## src/hw/rtl/hpf_pkg.sv

```systemverilog
// shared types and constants for the height plateau finder
package hpf_pkg;

	localparam int HEIGHT_W = 16;
	localparam int INDEX_W = 32;
	localparam int RUN_W = 8;
	localparam int PNUM_W = 3;
	localparam int CFG_W = 16;
	localparam int CFG_IDX_W = 2;
	localparam int DEF_MAX_PLATEAUS = 7;

	localparam logic [CFG_IDX_W-1:0] REG_MIN_HEIGHT = 2'd0;
	localparam logic [CFG_IDX_W-1:0] REG_HEIGHT_GAP = 2'd1;
	localparam logic [CFG_IDX_W-1:0] REG_MATCH_TOLERANCE = 2'd2;
	localparam logic [CFG_IDX_W-1:0] REG_MIN_RUN_LENGTH = 2'd3;

	localparam logic [HEIGHT_W-1:0] RST_MIN_HEIGHT = 16'd112;
	localparam logic [HEIGHT_W-1:0] RST_HEIGHT_GAP = 16'd32;
	localparam logic [HEIGHT_W-1:0] RST_MATCH_TOLERANCE = 16'd48;
	localparam logic [RUN_W-1:0] RST_MIN_RUN_LENGTH = 8'd20;

	typedef struct packed {
		logic [HEIGHT_W-1:0] height;
		logic restart;
	} sample_t;

	typedef struct packed {
		logic [INDEX_W-1:0] begin_index;
		logic [INDEX_W-1:0] end_index;
		logic [PNUM_W-1:0] plateau_number;
		logic [HEIGHT_W-1:0] plateau_height;
		logic list_full;
	} result_t;

	typedef struct packed {
		logic [HEIGHT_W-1:0] min_height;
		logic [HEIGHT_W-1:0] height_gap;
		logic [HEIGHT_W-1:0] match_tolerance;
		logic [RUN_W-1:0] min_run_length;
	} cfg_t;

	function automatic logic [HEIGHT_W-1:0] height_dist(input logic [HEIGHT_W-1:0] a,
			input logic [HEIGHT_W-1:0] b);
		height_dist = (a > b) ? (a - b) : (b - a);
	endfunction

endpackage

```

## src/hw/rtl/hpf_proc.sv

```systemverilog
// plateau tracking state and per-sample decision logic
module hpf_proc #(
	parameter int MAX_PLATEAUS = hpf_pkg::DEF_MAX_PLATEAUS
) (
	input  logic clk,
	input  logic arst_n,
	input  logic fire,
	input  hpf_pkg::sample_t item,
	input  hpf_pkg::cfg_t cfg,
	output logic res_valid,
	output hpf_pkg::result_t res
);
	import hpf_pkg::*;

	localparam int CNT_W = $clog2(MAX_PLATEAUS + 1);

	logic [INDEX_W-1:0] idx_q;
	logic trk_q;
	logic [INDEX_W-1:0] start_q;
	logic [HEIGHT_W-1:0] rh_q;
	logic [RUN_W-1:0] len_q;
	logic [CNT_W-1:0] cnt_q;
	logic [HEIGHT_W-1:0] found_q [MAX_PLATEAUS];

	logic [INDEX_W-1:0] idx_n;
	logic trk_n;
	logic [INDEX_W-1:0] start_n;
	logic [HEIGHT_W-1:0] rh_n;
	logic [RUN_W-1:0] len_n;
	logic [CNT_W-1:0] cnt_n;
	logic emit;

	always_comb begin
		logic [INDEX_W-1:0] idx_e;
		logic trk_e;
		logic [RUN_W-1:0] len_e;
		logic [CNT_W-1:0] cnt_e;
		logic ok;
		logic [RUN_W-1:0] len_i;
		idx_e = item.restart ? '0 : idx_q;
		trk_e = item.restart ? 1'b0 : trk_q;
		len_e = item.restart ? '0 : len_q;
		cnt_e = item.restart ? '0 : cnt_q;
		trk_n = trk_e;
		start_n = item.restart ? '0 : start_q;
		rh_n = item.restart ? '0 : rh_q;
		len_n = len_e;
		cnt_n = cnt_e;
		emit = 1'b0;
		ok = (item.height > cfg.min_height) && (item.height > cfg.height_gap);
		for (int k = 0; k < MAX_PLATEAUS; k++) begin
			if ((CNT_W'(k) < cnt_e) &&
					(height_dist(item.height, found_q[k]) <= cfg.height_gap))
				ok = 1'b0;
		end
		len_i = (len_e == '1) ? len_e : len_e + 1'b1;
		if (cnt_e < CNT_W'(MAX_PLATEAUS)) begin
			if (!trk_e) begin
				if (ok) begin
					trk_n = 1'b1;
					start_n = idx_e;
					rh_n = item.height;
				end
			end else begin
				if (height_dist(rh_n, item.height) < cfg.match_tolerance) begin
					len_n = len_i;
				end else begin
					trk_n = 1'b0;
					len_n = '0;
				end
				if (len_n > cfg.min_run_length) begin
					emit = 1'b1;
					cnt_n = cnt_e + 1'b1;
					trk_n = 1'b0;
					len_n = '0;
				end
			end
		end
		idx_n = (idx_e == '1) ? idx_e : idx_e + 1'b1;
		res_valid = fire && emit;
		res.begin_index = start_n;
		res.end_index = idx_e;
		res.plateau_number = PNUM_W'(cnt_n);
		res.plateau_height = rh_n;
		res.list_full = (cnt_n >= CNT_W'(MAX_PLATEAUS));
	end

	always_ff @(posedge clk or negedge arst_n) begin
		if (!arst_n) begin
			idx_q <= '0;
			trk_q <= 1'b0;
			start_q <= '0;
			rh_q <= '0;
			len_q <= '0;
			cnt_q <= '0;
		end else if (fire) begin
			idx_q <= idx_n;
			trk_q <= trk_n;
			start_q <= start_n;
			rh_q <= rh_n;
			len_q <= len_n;
			cnt_q <= cnt_n;
		end
	end

	// found heights, written at the current count
	always_ff @(posedge clk) begin
		for (int k = 0; k < MAX_PLATEAUS; k++) begin
			if (fire && emit && (cnt_n == CNT_W'(k + 1)))
				found_q[k] <= rh_n;
		end
	end

endmodule

```

## src/hw/rtl/hpf_outq.sv

```systemverilog
// two-entry result queue between the decision logic and the result channel
module hpf_outq (
	input  logic clk,
	input  logic arst_n,
	input  logic push,
	input  hpf_pkg::result_t din,
	output logic full,
	output logic result_valid,
	input  logic result_stall,
	output hpf_pkg::result_t result
);
	import hpf_pkg::*;

	logic [1:0] cnt_q;
	result_t ent0_q;
	result_t ent1_q;
	logic pop;

	assign pop = result_valid && !result_stall;
	assign result_valid = (cnt_q != 2'd0);
	assign full = (cnt_q == 2'd2);
	assign result = ent0_q;

	always_ff @(posedge clk or negedge arst_n) begin
		if (!arst_n) begin
			cnt_q <= 2'd0;
		end else begin
			cnt_q <= cnt_q + {1'b0, push} - {1'b0, pop};
		end
	end

	always_ff @(posedge clk) begin
		if ((cnt_q == 2'd0 && push) || (cnt_q == 2'd1 && pop && push)) begin
			ent0_q <= din;
		end else if (cnt_q == 2'd2 && pop) begin
			ent0_q <= ent1_q;
		end
		if (push && ((cnt_q == 2'd1 && !pop) || (cnt_q == 2'd2 && pop))) begin
			ent1_q <= din;
		end
	end

endmodule

```

## src/hw/rtl/height_plateau_finder.sv

```systemverilog
// top level of the height plateau finder
// samples come in on the sample channel (sample_valid / sample_stall), one
// transaction per height sample, with a restart flag that clears all tracking
// state and the sample index before that sample is handled.
// plateaus leave on the result channel (result_valid / result_stall), zero or
// one transaction per sample, in sample order.
// a sample is taken into an input register, decided there once the result
// queue has room and its result written into a two-entry result queue, from
// which it is offered on the result channel.
// one sample per cycle is sustained unless the result queue is full; the rate
// is set by the tracking registers, which every sample reads and writes.
// sample_stall rises only when the input register holds a sample and the
// result queue is full, so a stalled receiver stops intake after two results.
// registers are to be written through cfg_we / cfg_index / cfg_data while idle;
// the block does not enforce this. reset loads the default registers and clears
// the index, run and found plateau count; samples are accepted once it is released.
module height_plateau_finder #(
	parameter int MAX_PLATEAUS = hpf_pkg::DEF_MAX_PLATEAUS
) (
	input  logic clk,
	input  logic arst_n,
	input  logic sample_valid,
	output logic sample_stall,
	input  hpf_pkg::sample_t sample,
	output logic result_valid,
	input  logic result_stall,
	output hpf_pkg::result_t result,
	input  logic cfg_we,
	input  logic [hpf_pkg::CFG_IDX_W-1:0] cfg_index,
	input  logic [hpf_pkg::CFG_W-1:0] cfg_data
);
	import hpf_pkg::*;

	cfg_t cfg_q;
	logic valid_s1;
	sample_t item_s1;
	logic fire;
	logic q_full;
	logic res_valid;
	result_t res;

	assign fire = valid_s1 && !q_full;
	assign sample_stall = valid_s1 && q_full;

	always_ff @(posedge clk or negedge arst_n) begin
		if (!arst_n) begin
			cfg_q.min_height <= RST_MIN_HEIGHT;
			cfg_q.height_gap <= RST_HEIGHT_GAP;
			cfg_q.match_tolerance <= RST_MATCH_TOLERANCE;
			cfg_q.min_run_length <= RST_MIN_RUN_LENGTH;
		end else if (cfg_we) begin
			case (cfg_index)
				REG_MIN_HEIGHT: cfg_q.min_height <= cfg_data;
				REG_HEIGHT_GAP: cfg_q.height_gap <= cfg_data;
				REG_MATCH_TOLERANCE: cfg_q.match_tolerance <= cfg_data;
				REG_MIN_RUN_LENGTH: cfg_q.min_run_length <= cfg_data[RUN_W-1:0];
				default: ;
			endcase
		end
	end

	always_ff @(posedge clk or negedge arst_n) begin
		if (!arst_n) begin
			valid_s1 <= 1'b0;
		end else if (!sample_stall) begin
			valid_s1 <= sample_valid;
		end
	end

	always_ff @(posedge clk) begin
		if (sample_valid && !sample_stall)
			item_s1 <= sample;
	end

	hpf_proc #(
		.MAX_PLATEAUS(MAX_PLATEAUS)
	) u_proc (
		.clk(clk),
		.arst_n(arst_n),
		.fire(fire),
		.item(item_s1),
		.cfg(cfg_q),
		.res_valid(res_valid),
		.res(res)
	);

	hpf_outq u_outq (
		.clk(clk),
		.arst_n(arst_n),
		.push(res_valid),
		.din(res),
		.full(q_full),
		.result_valid(result_valid),
		.result_stall(result_stall),
		.result(result)
	);

endmodule

```

## config.mk

```make
export PLATFORM = sky130hd
export DESIGN_NAME = height_plateau_finder
export DESIGN_NICKNAME = d
export VERILOG_FILES = /design/src/hw/rtl/hpf_pkg.sv /design/src/hw/rtl/hpf_proc.sv /design/src/hw/rtl/hpf_outq.sv /design/src/hw/rtl/height_plateau_finder.sv
export SDC_FILE = /design/constraint.sdc
export NUM_CORES = 1
export LEC_CHECK = 0
export ABC_AREA = 0
export BUFFER_PORTS_ARGS = -buffer_cell sky130_fd_sc_hd__buf_2
export CAP_MARGIN = 20
export CORE_MARGIN = 3
export CORE_UTILIZATION = 63
export DETAILED_ROUTE_END_ITERATION = 8
export GPL_TIMING_DRIVEN = 0
export HOLD_SLACK_MARGIN = 0.03
export PLACE_DENSITY = 0.81
export SYNTH_ARGS = -nofsm -noshare
export SYNTH_HDL_FRONTEND = slang
export SYNTH_HIERARCHICAL = 1
export SYNTH_SLANG_ARGS = --single-unit
```

## constraint.sdc

```tcl
create_clock -name clk -period 11.9 [get_ports clk]
set_input_delay 3.57 -clock clk [delete_from_list [all_inputs] [get_ports clk]]
set_output_delay 3.57 -clock clk [all_outputs]
set_load 0.1 [all_outputs]
```

Yosys cells after proc, flatten, opt, wreduce, memory -nomap -nowiden
Memories as Yosys holds them, arrays and structs flattened.
Index checks and enable logic that the tools add are counted.
W data, S select, Z words.
- register bits after elaboration: 336
- memory bits (writable): 112
- output and inout port bits: 86
- logic and storage cells: 214
- memories kept: 1
- add/subtract/negate cells: 21
- $lt $le $gt $ge: 28
- eq/ne operators: 14
- multiplexer cells: 80
- reductions and logical operators: 46
- memories (name ; words ; width ; rd ports ; clocked after Yosys merged registers in ; write ports ; line ; text):
    u_proc.found_q ; 7 ; 16 ; 7 ; 0 ; 1 ; hpf_proc.sv:23 ; logic [HEIGHT_W-1:0] found_q [MAX_PLATEAUS];
- operators by type and width (cell ; number):
    $mux W16 ; 18
    $sub A16 B16 Y16 ; 16
    $mux W32 ; 6
    $mux W84 ; 2
    $gt A16 B16 Y1 ; 10
    $le A16 B16 Y1 ; 7
    $reduce_or A16 Y1 ; 6
    $mux W8 ; 8
    $mux W1 ; 36
    $add A32 B1 Y32 const B ; 1
    $eq A32 B32 Y1 const B ; 1
    $mux W3 ; 10
    $logic_and A1 B1 Y1 ; 26
    $lt A16 B16 Y1 ; 1
    $eq A3 B3 Y1 const B ; 4
    $lt A3 B3 Y1 const A ; 3
    $add A8 B1 Y8 const B ; 1
    $eq A8 B8 Y1 const B ; 1
    $gt A8 B8 Y1 ; 1
    $reduce_and A2 Y1 ; 4
    $eq A2 B2 Y1 const B ; 3
    $eq A3 B2 Y1 const B ; 2
    $lt A1 B3 Y1 const A ; 2
    $lt A2 B3 Y1 const A ; 2
    11 further kinds ; 18

Logic depth before layout (Yosys ltp)
Gate-level depths: netlist (run 1).
- word-level depth: 22
- mapped depth: 36

Cells and area by module
Netlist (run 1), hierarchy kept.
- by module, submodules not included (module ; instances ; cells an instance ; area each (um^2)):
    hpf_proc ; 1 ; 2527 ; 21792.2
    hpf_outq ; 1 ; 278 ; 6426.2
    height_plateau_finder ; 1 ; 141 ; 2678.8

Worst setup path before layout (run 1)
No wires, ideal clock.
- path kind: register -> register
- start: reg item_s1[0] in the netlist's numbering
- end: reg u_outq.ent0_q, in the netlist u_outq/result[0], enable pin
- data arrival time: 8.211 ns
- required time: 11.455 ns
- path slack: 3.244 ns
- cell stages (with the launch flop): 36
- buffers on the path: 6
- cell sequence: edfxtp_1 buf_4 inv_1 clkbuf_1 clkbuf_1 nand2_1 ha_1 inv_1 fa_1 a21oi_1 nand4b_1 a21o_1 a21o_1 a31oi_1 clkbuf_1 mux2_2 ha_1 a21oi_1 nor2b_1 o2111ai_1 nand4_1 nand2_1 o21ai_1 nor2_1 ha_1 nor2b_1 o21a_1 o21a_1 o21bai_1 a21oi_1 nand2_1 nor2_1 nand3b_4 buf_6 buf_6 nand2_1
- word-level cells in the longest chain between the ends: 15
- RTL lines (what ; line ; text):
    start, declared ; height_plateau_finder.sv:36 ; sample_t item_s1;
    start signal, assigned ; height_plateau_finder.sv:72 ; item_s1 <= sample;
    $mux W16 ; hpf_proc.sv:46 ; rh_n = item.restart ? '0 : rh_q;
    $sub A16 B16 Y16 or $gt A16 B16 Y1 (tied branches) ; hpf_pkg.sv:44 ; height_dist = (a > b) ? (a - b) : (b - a);
    $mux W16 ; hpf_pkg.sv:44 ;
    $lt A16 B16 Y1 ; hpf_proc.sv:65 ; if (height_dist(rh_n, item.height) < cfg.match_tolerance) begin
    $mux W8 ; hpf_proc.sv:65 ;
    $mux W8 ; hpf_proc.sv:58 ; if (!trk_e) begin
    $mux W8 ; hpf_proc.sv:57 ; if (cnt_e < CNT_W'(MAX_PLATEAUS)) begin
    $gt A8 B8 Y1 ; hpf_proc.sv:71 ; if (len_n > cfg.min_run_length) begin
    $mux W1 ; hpf_proc.sv:71 ;
    $mux W1 ; hpf_proc.sv:58 ;
    $mux W1 * ; hpf_proc.sv:57 ;
    $logic_and A1 B1 Y1 * ; hpf_proc.sv:80 ; res_valid = fire && emit;
    net res_valid ; height_plateau_finder.sv:39 ; logic res_valid;
    $logic_and A1 B1 Y1 ; hpf_outq.sv:33 ; if ((cnt_q == 2'd0 && push) || (cnt_q == 2'd1 && pop && push)) begin
    $logic_or A1 B1 Y1 * ; hpf_outq.sv:33 ;
    $reduce_bool A2 Y1 (no source line) * ; - ;
    end signal, assigned ; hpf_outq.sv:34 ; ent0_q <= din;
    end signal, assigned ; hpf_outq.sv:36 ; ent0_q <= ent1_q;
    end, declared ; hpf_outq.sv:15 ; result_t ent0_q;
Mark *: on every way through the listed nets, which the timed path passes. The rest lies on a longest branch. The select of a mux whose other input is x is not followed.
A chain may end at the register's enable or synchronous reset.

==> impl_results.md, run 1 <==
- RR Endpoint: u_proc/found_q[3][13]$_DFFE_PP_
- Worst Setup End Kind: flop
- CTS tree: yes
- Worst Path Class, Setup: reg2reg
- Synth Area in XOR/XNOR: under 10%
- Setup bufs post-CTS: 0
- Die width: 227 µm
- DR vias: 25,600
- Antenna violations before repair: 2
- Starting Density: 64.3%
- Internal: approximately 3.5 mW
- H-Tree Depth: 2
- Top cell type's share of synthesized area: a little over a quarter
- Max-Cap Viols: 0
- Post-CTS resize count: 0
- DR iter-0 viols: around 3,100
- Slowest stage delay, CP: 0.91 ns
- Hold_buf cts: 0
- Pwr Density: between 150 and 200 nW/µm²
- # IOs: 126
- Sw Ratio: 43.0%
- Fin nets: 3,579
- Vias per inst: roughly 6.7
- Synth area leader: edfxtp_1
- Area Growth Syn to Fin: 11.3%
- Main synth FF type: edfxtp_1
- CTS Buf Count: 46
- Post-synth EDFFs: 281
- Max clock buf depth: 3
- Largest net degree at the start of global routing: 101
- Fillers: 3,457
- Post-route DRC: 0
- Worst vdd ir: 155 µV
- CP endpoint: u_proc/found_q[3][13]$_DFFE_PP_
- Wire length per cell: about 27 µm
- Seq/Total Area, Yosys: 39.6%
- Clock transition at the registers of the reported paths: around 0.07 ns
- Antenna viol nets, final: 0
- Headroom to the max-slew limit: between 10% and 20%
- Drt pass-1 iters: 6
- Clk pwr share: 23.7%
- Crit-path max FO: 10
- Fin crit period: around 11 ns
- Slew of the pin with the lowest slew margin: 1.31 ns
- Hold/Removal Path Class: reg2reg
- Syn. warnings: 6
- Clk_lat worst skew: between 0.6 and 0.7 ns
- Post-Syn Area: 30,900 µm²
- Final non-filler cell area: 34,400 µm²
- Combinational share of power: a little under half
- Placer congestion estimate: 0.981
- Achievable Freq: 92.7 MHz
- Mux cell area share after synthesis: 8.57%
- RSZ-0062 raised after global routing: no
- Critical Path Start: item_s1[0]$_DFFE_PP_
- Max Clock Skew: 0.0366 ns
- Via count of the first global-routing pass: 24,800
- Largest family of logic cells by synthesized area: compound AO/OA/AOI/OAI gates
- Simple-gate share of the synthesized area: 10.9%
- Critical R2R Launch: item_s1[0]$_DFFE_PP_
- Final setup fails: 0
- Tcrit/Tclk final: 90.6%
- Netlist cell types: 88
- Max-slew violations: 0
- Global-route wire length before repair: 150,000 µm
- Synth Area in Adders: 16.0%
- Crit path DAT: roughly 11 ns
- Critical path's most frequent cell: clkbuf_1
- Sw power: ~2.7 mW
- R2R depth: 30
- Hold Fails Final Rpt: 0
- Area contributors post-synth: edfxtp_1 (27%), ha_1 (15%), dfrtp_1 (12%), mux2_2 (4.1%), a21o_1 (3.3%)
- Total Routed Length: 101,000 µm
- Min Hold Slack: 0.501 ns
- Die area: 51,700 µm²
- Slowest-stage cell, CP: nor3_2
- Clock root cell: clkbuf_16
- Worst Path Required: 12.21 ns
- GRT overflow: 0
- Flop and latch count out of synthesis: 432
- Synth Area in Compound Gates: 16.4%
- Tot GR Track Use: between 30 and 40%
- Leakage: 15.6 nW
- Num rows: 80
- Mean Syn Cell Area: between 10 and 15 µm²
- DP Area: ~33,000 µm²
- Syn_nets: 3,373
- Most common cell in the netlist: ha_1
- Mapped Cells: about 3,000
- Clock sink count: 432
- DP HPWL: 72,900 µm
- CORE AREA: between 40,000 and 50,000 µm²
- Share of cells above drive strength 1: 14.7%
- Startpoint types: flop
- FF-to-FF setup slack: 1.12 ns
- Status: finished clean
- Asr flop ratio synth: between 30% and 40%
- Port bufs: 125
- Most instantiated cells after synthesis: ha_1 (373), edfxtp_1 (281), inv_1 (246)
- Sequential power share: 31.2%
- Die height: 227 µm
[logic make-up (layout without fill, tap and decap cells)]
logic type / after synthesis / after routing
AOI/OAI and AO/OA: 755 / 755
xor gates and xnor gates: 132 / 132
adders and majority gates: 387 / 387
buffers and inverters: 373 / 617
DFF: 432 / 432
muxes: 226 / 226
other: 0 / 2
and+or+nand+nor: 641 / 641
[how the worst min path moves through the flow]
stage	slack [ns]	depth (start not counted)	to	startpoint
6_report	0.50	1	u_proc/start_q[0]$_DFFE_PN0P_	u_proc/start_q[0]$_DFFE_PN0P_
5_1_grt	0.51	1	u_proc/rh_q[15]$_DFFE_PN0P_	u_proc/rh_q[15]$_DFFE_PN0P_
4_1_cts	0.50	1	u_proc/rh_q[15]$_DFFE_PN0P_	u_proc/rh_q[15]$_DFFE_PN0P_
3_5_place_dp	0.49	1	u_proc/len_q[1]$_DFFE_PN0P_	u_proc/len_q[1]$_DFFE_PN0P_
3_3_place_gp	0.48	2	u_proc/len_q[0]$_DFFE_PN0P_	u_proc/len_q[0]$_DFFE_PN0P_
2_1_floorplan	0.46	2	u_proc/len_q[0]$_DFFE_PN0P_	u_proc/len_q[0]$_DFFE_PN0P_
[layout by cell type, fill, tap and decap left out, types with 11 or more instances in the layout]
cell,n
a21boi_0,13
and3_1,17
nand2b_1,11
a21oi_1,205
o21ai_0,106
buf_6,24
a211oi_1,17
o21bai_1,28
mux2_2,113
a31oi_1,24
and4_1,12
o31ai_1,40
inv_1,246
nor3_1,31
clkbuf_1,111
nand2_1,173
ha_1,373
and2_1,15
a21o_1,137
edfxtp_1,281
buf_2,142
xor2_1,53
o21a_1,18
dfrtp_1,143
nand4_1,103
xnor2_1,79
a22o_1,48
nand3_1,43
clkbuf_16,47
fa_1,14
o211ai_1,20
mux2i_1,54
mux2_4,49
a221oi_1,14
nor2b_1,74
nor2_1,102
[flip-flops by register name (all words and copies together), names as in the netlist, 8 cells and up]
signal / flops
u_proc/found_q: 96
u_proc/idx_q: 32
cfg_q: 56
item_s1: 17
u_outq/result: 84
u_outq/ent1_q: 84
u_proc/start_q: 32
u_proc/rh_q: 16
u_proc/len_q: 8
[critical path: cells and delay by family (launching register included)]
family / cells / cell delay (ns)
AOI/OAI and AO/OA: 12 / 3.11
buffers and inverters: 6 / 3.10
and+or+nand+nor: 7 / 1.96
adders and majority gates: 3 / 1.08
DFF: 1 / 0.67
muxes: 1 / 0.37
xor gates and xnor gates: 1 / 0.18
[through the flow]
step / TNS (ns) / power, mW / setup WS [ns] / util (%) / std cells
floorplan: 0 / 3.77 / 3.24 / - / 2946
global placement: -2.24 / 4.50 / -0.0421 / 67.2 / 3686
detailed placement: 0 / 4.66 / 1.54 / 68.4 / 3717
CTS: 0 / 6.14 / 1.57 / 71.5 / 3803
global route: 0 / 6.45 / 0.804 / 71.6 / 3805
finish: 0 / 6.21 / 1.12 / 71.6 / 3807
[power groups by stage]
stage	logic (mW)	clock network [mW]	registers [mW]
final	2.80	1.47	1.94
after global routing	2.97	1.53	1.95
after CTS	2.72	1.48	1.94
after detailed placement	2.69	0	1.96
after global placement	2.52	0	1.98
after floorplan	1.55	0	2.23
[layer usage]
metal | wire (µm) | track usage [%]
met3 | 9940 | 7.43
met5 | 27 | 0
met4 | 6940 | 23.7
met2 | 45000 | 59.3
met1 | 39400 | 50.8
[final cells by class]
cell class,count,area (µm²),share of cell area [%]
Multi-Input combinational cell,2141,17200,50.1
Sequential cell,432,12200,35.5
Clock buffer,68,1280,3.74
Timing Repair Buffer,158,1140,3.31
Inverter,247,927,2.70
Tap cell,615,769,2.24
Buffer,126,581,1.69
Clock inverter,18,233,0.677
Antenna cell,2,5.00,0.0145
Note: power is estimated with default switching activity, not from simulation.
==> run 2, diff against run 1 <==
Settings changed: CAP_MARGIN 20 to default, REMOVE_ABC_BUFFERS from default to 1.
==> impl_results.md, run 2 (same netlist as run 1, synthesis figures left out) <==
- DR vias: 25,200 (was 25,600)
- Die height: 227 µm (unchanged)
- Clock sink count: 432 (unchanged)
- Post-CTS resize count: 0 (unchanged)
- H-Tree Depth: 2 (unchanged)
- Critical path's most frequent cell: nand4_1 (was clkbuf_1)
- Antenna viol nets, final: 0 (unchanged)
- Largest net degree at the start of global routing: 100 (was 101)
- Clock transition at the registers of the reported paths: 0.06 ns (was 0.07 ns)
- Placer congestion estimate: 0.958 (was 0.981)
- Post-route DRC: 0 (unchanged)
- Utilization after layout: 70.8% (was 71.6%)
- Pwr Density: 184 nW/µm² (was 181 nW/µm²)
- Num rows: 80 (unchanged)
- Status: finished clean (unchanged)
- Port bufs: 125 (unchanged)
- Total Routed Length: 98,400 µm (was 101,000 µm)
- Fin crit period: 11.00 ns (was 10.78 ns)
- DP HPWL: 67,000 µm (was 72,900 µm)
- Slew of the pin with the lowest slew margin: 1.43 ns (was 1.31 ns)
- Sequential Area: 12,200 µm² (about the same)
- Min Hold Slack: 0.497 ns (was 0.501 ns)
- Setup bufs post-CTS: 0 (unchanged)
- Largest register FFs: 96 (unchanged)
- Post-route insts no fill: 3,681 (was 3,807)
- Max-slew violations: 0 (unchanged)
- Starting Density: 64.3% (unchanged)
- GRT overflow: 0 (unchanged)
- Multi-input gate area: 17,300 µm² (was 17,200 µm²)
- Tcrit/Tclk final: 92.4% (was 90.6%)
- Final non-filler cell area: 34,000 µm² (was 34,400 µm²)
- Most common cell after layout, fill and taps aside: ha_1 (unchanged)
- CTS Buf Count: 45 (was 46)
- Slowest stage delay, CP: 1.50 ns (was 0.91 ns)
- Slowest-stage cell, CP: mux2i_1 (was nor3_2)
- Worst Path Required: 12.36 ns (was 12.21 ns)
- Combinational share of power: 44.0% (was 45.1%)
- Crit path DAT: 11.46 ns (was 11.09 ns)
- Min-delay src: u_proc/start_q[28]$_DFFE_PN0P_ (was u_proc/start_q[0]$_DFFE_PN0P_)
- Wire length per cell: 26.7 µm (was 26.6 µm)
- # IOs: 126 (unchanged)
- DR iter-0 viols: 3,122 (was 3,110)
- Achievable Freq: 90.9 MHz (was 92.7 MHz)
- Clk_lat worst skew: 0.61 ns (about the same)
- Max-Cap Viols: 0 (unchanged)
- Antenna violations before repair: 7 (was 2)
- Final setup fails: 0 (unchanged)
- Share of cells above drive strength 1: 15.0% (was 14.7%)
- End of the worst hold path: u_proc/start_q[28]$_DFFE_PN0P_ (was u_proc/start_q[0]$_DFFE_PN0P_)
- Headroom to the max-slew limit: 2.03% (was 13.0%)
- Hold_buf cts: 0 (unchanged)
- Post-placement cell count: 3,594 (was 3,717)
- Worst vdd ir: 206 µV (was 155 µV)
- Die width: 227 µm (unchanged)
- Die area: 51,700 µm² (unchanged)
- Fillers: 3,398 (was 3,457)
- Vias per inst: 6.84 (was 6.72)
- Most flop-heavy register: u_proc/found_q (unchanged)
- Leakage: 15.4 nW (was 15.6 nW)
- Drt pass-1 iters: 6 (unchanged)
- Hold/Removal Path Class: reg2reg (unchanged)
- Sw Ratio: 42.9% (was 43.0%)
- Sw power: 2.69 mW (was 2.67 mW)
- Area Growth Syn to Fin: 10.1% (was 11.3%)
- Cells on Worst Hold Path: 1 (unchanged)
- Sequential power share: 31.7% (was 31.2%)
- Global-route wire length before repair: 146,000 µm (was 150,000 µm)
- Max clock buf depth: 3 (unchanged)
- FF-to-FF setup slack: 0.90 ns (was 1.12 ns)
- Via count of the first global-routing pass: 24,700 (was 24,800)
- Most frequent cells in the layout: ha_1 (373), edfxtp_1 (281), inv_1 (246) (unchanged)
- Worst path cell trace: inv_1, ha_1, nand4_1, nor2_1, nand4_1, a22oi_2, nand3b_1, a41oi_1, or3_1, o221ai_1, xor2_1, ha_1, nand4_1, or3_1, o21ai_0, a221oi_1, nor3_2, nand3_1, mux2i_1, mux2_2
- Clock root cell: clkbuf_16 (unchanged)
- Crit-path max FO: 25 (was 10)
- Internal: 3.58 mW (was 3.54 mW)
- CTS tree: yes (unchanged)
- RSZ-0062 raised after global routing: no (unchanged)
- DP Area: 32,400 µm² (was 32,900 µm²)
- Tot GR Track Use: 37.6% (was 38.6%)
- RR Endpoint: u_outq/result[3]$_DFFE_PP_ (was u_proc/found_q[3][13]$_DFFE_PP_)
- Worst Path Class, Setup: reg2reg (unchanged)
- R2R depth: 20 (was 30)
- Hold Fails Final Rpt: 0 (unchanged)
- Critical R2R Launch: item_s1[2]$_DFFE_PP_ (was item_s1[0]$_DFFE_PP_)
- Max Clock Skew: 0.0143 ns (was 0.0366 ns)
- CORE AREA: 48,000 µm² (unchanged)
- Clk pwr share: 24.3% (was 23.7%)
- Startpoint types: flop (unchanged)
- Fin nets: 3,454 (was 3,579)
- Worst Setup End Kind: flop (unchanged)
==> run 2: cell count changes in the layout (fill, tap and decap cells not counted), sizes merged <==
cell and delta:
clkinvlp +2, diode +1, inv +3, bufinv +3
clkbuf -111, buf -31, clkinv +7
==> run 2: power groups by stage <==
| stage | Clock, mW | Sequential (mW) | Combinational [mW] |
|---|---|---|---|
| 6_report | 1.53 | 1.98 | 2.76 |
| 2_1_floorplan | 0 | 2.25 | 1.48 |
| 3_5_place_dp | 0 | 2.00 | 2.65 |
| 3_3_place_gp | 0 | 2.02 | 2.46 |
| 4_1_cts | 1.54 | 1.98 | 2.67 |
| 5_1_grt | 1.59 | 2.00 | 2.93 |
==> run 2: worst max path at each step <==
stage	startpoint	end	slack, ns	cells after the start
global placement	item_s1[0]$_DFFE_PP_	u_outq/result[12]$_DFFE_PP_	-4.86	27
finish	item_s1[2]$_DFFE_PP_	u_outq/result[3]$_DFFE_PP_	0.90	20
global route	item_s1[2]$_DFFE_PP_	u_outq/result[3]$_DFFE_PP_	0.75	20
detailed placement	item_s1[2]$_DFFE_PP_	u_outq/result[4]$_DFFE_PP_	1.20	20
CTS	item_s1[2]$_DFFE_PP_	u_outq/result[4]$_DFFE_PP_	1.13	20
floorplan	item_s1[0]$_DFFE_PP_	u_outq/result[0]$_DFFE_PP_	0.10	29
==> run 2: per-stage QoR <==
| step | worst slack, ns | total power [mW] | setup TNS [ns] |
|---|---|---|---|
| global placement | -4.86 | 4.47 | -1425.30 |
| detailed placement | 1.20 | 4.66 | 0 |
| CTS | 1.13 | 6.19 | 0 |
| global route | 0.750 | 6.52 | 0 |
| floorplan | 0.105 | 3.73 | 0 |
| finish | 0.899 | 6.27 | 0 |
==> run 2: final cells by class <==
type	instances	share of cell area [%]
Antenna cell	3	0.0221
Clock buffer	50	3.49
Clock inverter	33	1.20
Inverter	247	2.72
Multi-Input combinational cell	2141	50.9
Sequential cell	432	35.9
Tap cell	615	2.26
Timing Repair Buffer	160	3.51
==> run 2: critical path, delay by kind of cell, from the launching register on <==
family / cells / cell delay (ns)
AOI/OAI and AO/OA: 5 / 1.96
muxes: 2 / 1.83
and+or+nand+nor: 9 / 3.75
DFF: 1 / 1.31
xor gates and xnor gates: 1 / 0.12
buffers and inverters: 1 / 0.90
adders and majority gates: 2 / 0.92
==> run 2: metal layers <==
layer | GRT usage (%) | part of all wire, % | vias up | wire length [µm]
met4 | 22.9 | 6.8 | 2 | 6640
met5 | 0 | 0.011 | - | 11
met2 | 57.2 | 44 | 1582 | 43200
met3 | 7.52 | 11 | 364 | 10400
met1 | 49.9 | 39 | 12200 | 38100
li1 | - | - | 11000 | -
